`config.mk`:
```
export PLATFORM = sky130hd
export DESIGN_NAME = npcs_dist
export DESIGN_NICKNAME = d
export VERILOG_FILES = /design/src/sv/npcs_pkg.sv /design/src/sv/npcs_dist.sv
export SDC_FILE = /design/constraint.sdc
export NUM_CORES = 1
export LEC_CHECK = 0
export BUFFER_PORTS_ARGS = -buffer_cell sky130_fd_sc_hd__buf_2
export CAP_MARGIN = 20
export CORE_ASPECT_RATIO = 1.75
export CORE_MARGIN = 2
export CORE_UTILIZATION = 60
export CTS_CLUSTER_SIZE = 20
export DETAILED_ROUTE_END_ITERATION = 16
export PLACE_DENSITY_LB_ADDON = 0.12
export SLEW_MARGIN = 10
export SYNTH_ARGS = -nofsm -noshare
export SYNTH_HDL_FRONTEND = slang
export SYNTH_SLANG_ARGS = --single-unit
```
`constraint.sdc`:
```
create_clock -name clk -period 0.8 [get_ports clk]
set_input_delay 0.16 -clock clk [delete_from_list [all_inputs] [get_ports clk]]
set_output_delay 0.16 -clock clk [all_outputs]
set_load 0.02 [all_outputs]
```
`src/sv/npcs_pkg.sv`:
```
// shared types and constants for the nearest palette colour search core
// no dependencies; imported by nearest_palette_color_search_core and npcs_dist
package npcs_pkg;

	localparam int PALETTE_ENTRIES = 256;
	localparam int IDX_W   = $clog2(PALETTE_ENTRIES);
	localparam int CNT_W   = $clog2(PALETTE_ENTRIES + 1);
	localparam int SIZE_W  = 9;
	localparam int CHAN_W  = 8;
	localparam int COLOR_W = 3 * CHAN_W;
	localparam int SQ_W    = 2 * CHAN_W;
	// three squares of at most 255*255 each stay below 262144
	localparam int DIST_W  = 18;

	localparam logic [CHAN_W-1:0] QUANT_MASK = 8'hFC;
	localparam logic [DIST_W-1:0] DIST_MAX   = '1;

	typedef enum logic {
		OP_QUERY = 1'b0,
		OP_WRITE = 1'b1
	} op_t;

	// tag that travels with an entry through the read and distance stages
	typedef struct packed {
		logic             vld;
		logic [IDX_W-1:0] idx;
	} tag_t;

endpackage

```
`src/sv/npcs_dist.sv`:
```
// distance stage: registered sum of squared channel differences of one palette entry against the query
// depends on npcs_pkg
module npcs_dist
	import npcs_pkg::*;
(
	input  logic               clk,
	input  logic               arst_n,
	input  logic [COLOR_W-1:0] entry,
	input  logic [COLOR_W-1:0] query,
	input  tag_t               tag_s1,
	output logic [DIST_W-1:0]  dist_s2,
	output tag_t               tag_s2
);

	logic [CHAN_W-1:0] diff [3];
	logic [SQ_W-1:0]   sq   [3];
	logic [DIST_W-1:0] sum;
	logic [DIST_W-1:0] dist_s2_r;
	tag_t              tag_s2_r;

	always_comb begin
		for (int c = 0; c < 3; c++) begin
			if (entry[c*CHAN_W +: CHAN_W] > query[c*CHAN_W +: CHAN_W]) begin
				diff[c] = entry[c*CHAN_W +: CHAN_W] - query[c*CHAN_W +: CHAN_W];
			end else begin
				diff[c] = query[c*CHAN_W +: CHAN_W] - entry[c*CHAN_W +: CHAN_W];
			end
			sq[c] = diff[c] * diff[c];
		end
		sum = DIST_W'(sq[0]) + DIST_W'(sq[1]) + DIST_W'(sq[2]);
	end

	always_ff @(posedge clk or negedge arst_n) begin
		if (!arst_n) begin
			tag_s2_r  <= '0;
			dist_s2_r <= '0;
		end else begin
			tag_s2_r  <= tag_s1;
			dist_s2_r <= sum;
		end
	end

	assign dist_s2 = dist_s2_r;
	assign tag_s2  = tag_s2_r;

endmodule
```
==> qor.csv <==
metric;value;unit
Synth Area in Compound Gates;0.0851;
number of flops mapped to enable cells by yosys;0;
Mapped Cells;894;
cts bufs inserted;3;
Max Clk Rate;137;MHz
sequential share of the synthesized area;0.0837;
final net count;1530;
GRT overflow;0;
synthesized flop and latch total;27;
Fin. Hold Viols;0;
post-synthesis cell type count;54;
min cycle time layout;7.29;ns
Area Overhead vs Synth;46.5;%
fin crit share;9.12;
Die H;157;µm
DP Wirelength;16700;µm
antenna violations before repair;0;
Post-Synth Adder-Cell Area;0.537;
Reg clk slew, reported paths;0.07;ns
max-cap violations;0;
pin count of the biggest net entering global routing;28;
Post-Syn Area;8080;µm²
CTS tree;built;
most frequent cells in the layout;219 x inv_1, 209 x buf_4, 126 x fa_1, 105 x ha_1, 67 x nor2_1;
Setup Viol. Count Final;45;
1st-iter DRT viols;378;
Final Instance Area;11800;µm²
Min Hold Slack;0.363;ns
starting density of the core;0.610;
FP Rows;56;
vias in the first global route;7983;
Worst path most repeated cell;fa_1;
Mapped Nets;1216;
largest family of logic cells by synthesized area;adder cells;
XOR/XNOR Fraction of Synth Area;0.0380;
1st-pass router iterations;7;
Post-synth ARST share;1.00;
diodes inserted;0;
Worst Setup End Kind;flop;
H-tree depth;1;
worst-path fanout max;4;
Routed WL;27300;µm
Worst Tran Pin Value;0.401;ns
routability cong.;0.907;
Die W;91.7;µm
CP max-delay cell;fa_1;
CP required;0.97;ns
Placed Area;10400;µm²
CP Buf/Inv Count;5;
die area;14400;µm²
mux share of post-synthesis cell area;0.0237;
CTS Buffer Depth;2;
YS warnings;0;
I/O pin cnt;86;
Hold Path Class;input pin to async pin;
Vias/cell;5.63;
via count;7774;
Final WS setup;-6.49;ns
root buffer cell;clkbuf_16;
CTS sink count;27;
DR DRC count;0;
Crit path largest cell delay;0.58;ns
Slew headroom;0.732;
top-area cell type share of the netlist area;0.345;
Tot GR Track Use;0.311;
Post-Synth Simple-Gate Area;0.108;
RSZ-0062 raised after global routing;yes;
core box area;13200;µm²
first-pass GRT wire length;35600;µm
drt wl/cell;19.7;µm
IO buf count;85;
syn avg cell area;9.03;µm²
ANT nets after route;0;
failing checks;setup timing;
max-slew violation count;0;
layout cells sized above 1;0.407;
status;finished, violations left;
top cells by area, synth;fa_1 34%, ha_1 19%, inv_1 11%;
Largest delay share family, worst path;adder cells;
Worst Path Arrival;7.46;ns
Yosys top cell by area;fa_1;
most common cell after layout, fill and taps aside;inv_1;
Top FF cell, synth;dfrtp_1;
Worst Setup Start Kind;input pin;
Setup CP Type;input pin to flop;
Yosys cell counts, types with 2 or more instances:
cell type  number
or2_2          16
nand3b_1        3
nor2b_1        10
nor3_1          4
nand3_1         8
a21o_1         13
nand2_2         2
nand2b_1       19
buf_2           7
nand4_1         3
a21boi_0        2
a31oi_1         5
xor2_1         14
ha_1          124
xnor2_1        21
and2_1          3
a221oi_1        2
o21bai_1        5
a21oi_1        42
nor2_1         81
fa_1          139
dfrtp_1        27
inv_1         247
clkbuf_1       11
mux2i_1        18
o21ai_0        16
a211oi_1        3
and3_1          5
o211ai_1        2
nand2_1        18
cell type report:
cell class / instances / area, µm²
multi-input combinational: 601 / 7280
timing repair buffer: 327 / 2600
fill: 538 / 1410
inverter: 248 / 973
sequential: 27 / 676
tap: 174 / 218
clock buffer: 3 / 75.1
clock inverter: 1 / 8.76
worst max-delay path by stage:
| stage | startpoint | to | slack, ns | cells after the start |
|---|---|---|---|---|
| finish | query[9] | dist_s2[16] | -6.49 | 27 |
| global route | entry[0] | dist_s2[16] | -6.62 | 33 |
| CTS | entry[16] | dist_s2[16] | -6.18 | 31 |
| detailed placement | entry[0] | dist_s2[15] | -6.71 | 31 |
| global placement | entry[0] | dist_s2[15] | -6.56 | 32 |
| floorplan | entry[16] | dist_s2[16] | -6.14 | 28 |
flip-flops by register name (all words and copies together) (netlist names):
| register | flops |
|---|---|
| tag_s2 | 9 |
| dist_s2 | 18 |
routing by layer:
metal | track usage | part of all wire
met1 | 0.304 | 0.31
met2 | 0.631 | 0.55
met3 | 0.0211 | 0.047
met4 | 0.171 | 0.095
met5 | 0 | 0
kinds of logic (layout without fill, tap and decap cells):
logic type      count (synthesis)  count (layout)
flops                          27              27
mux                            19              19
simple gates                  179             179
xor+xnor                       35              35
fa+ha+maj                     263             263
compound gates                105             105
buf+inv                       266             579
through the flow:
| step | utilization | setup TNS [ns] | instances | setup WS (ns) |
|---|---|---|---|---|
| 6_report | 0.894 | -98.01 | 1381 | -6.49 |
| 5_1_grt | 0.894 | -100.80 | 1381 | -6.62 |
| 4_1_cts | 0.850 | -93.19 | 1361 | -6.18 |
| 3_5_place_dp | 0.782 | -97.11 | 1321 | -6.71 |
| 3_3_place_gp | 0.782 | -95.51 | 1321 | -6.56 |
| 2_1_floorplan | - | -86.70 | 894 | -6.14 |
repair_timing:
item,4_1_cts,5_1_grt
resized for setup,120,95
setup buffers,29,24
setup endpoints to repair,45,45
hold buffers,10,0
cloned,0,0
endpoints found under the hold margin,36,0
pin swaps,48,48
Power is left out: the tool's default activity adds up to more than one toggle a clock period on the data nets, which glitch-free logic cannot reach.
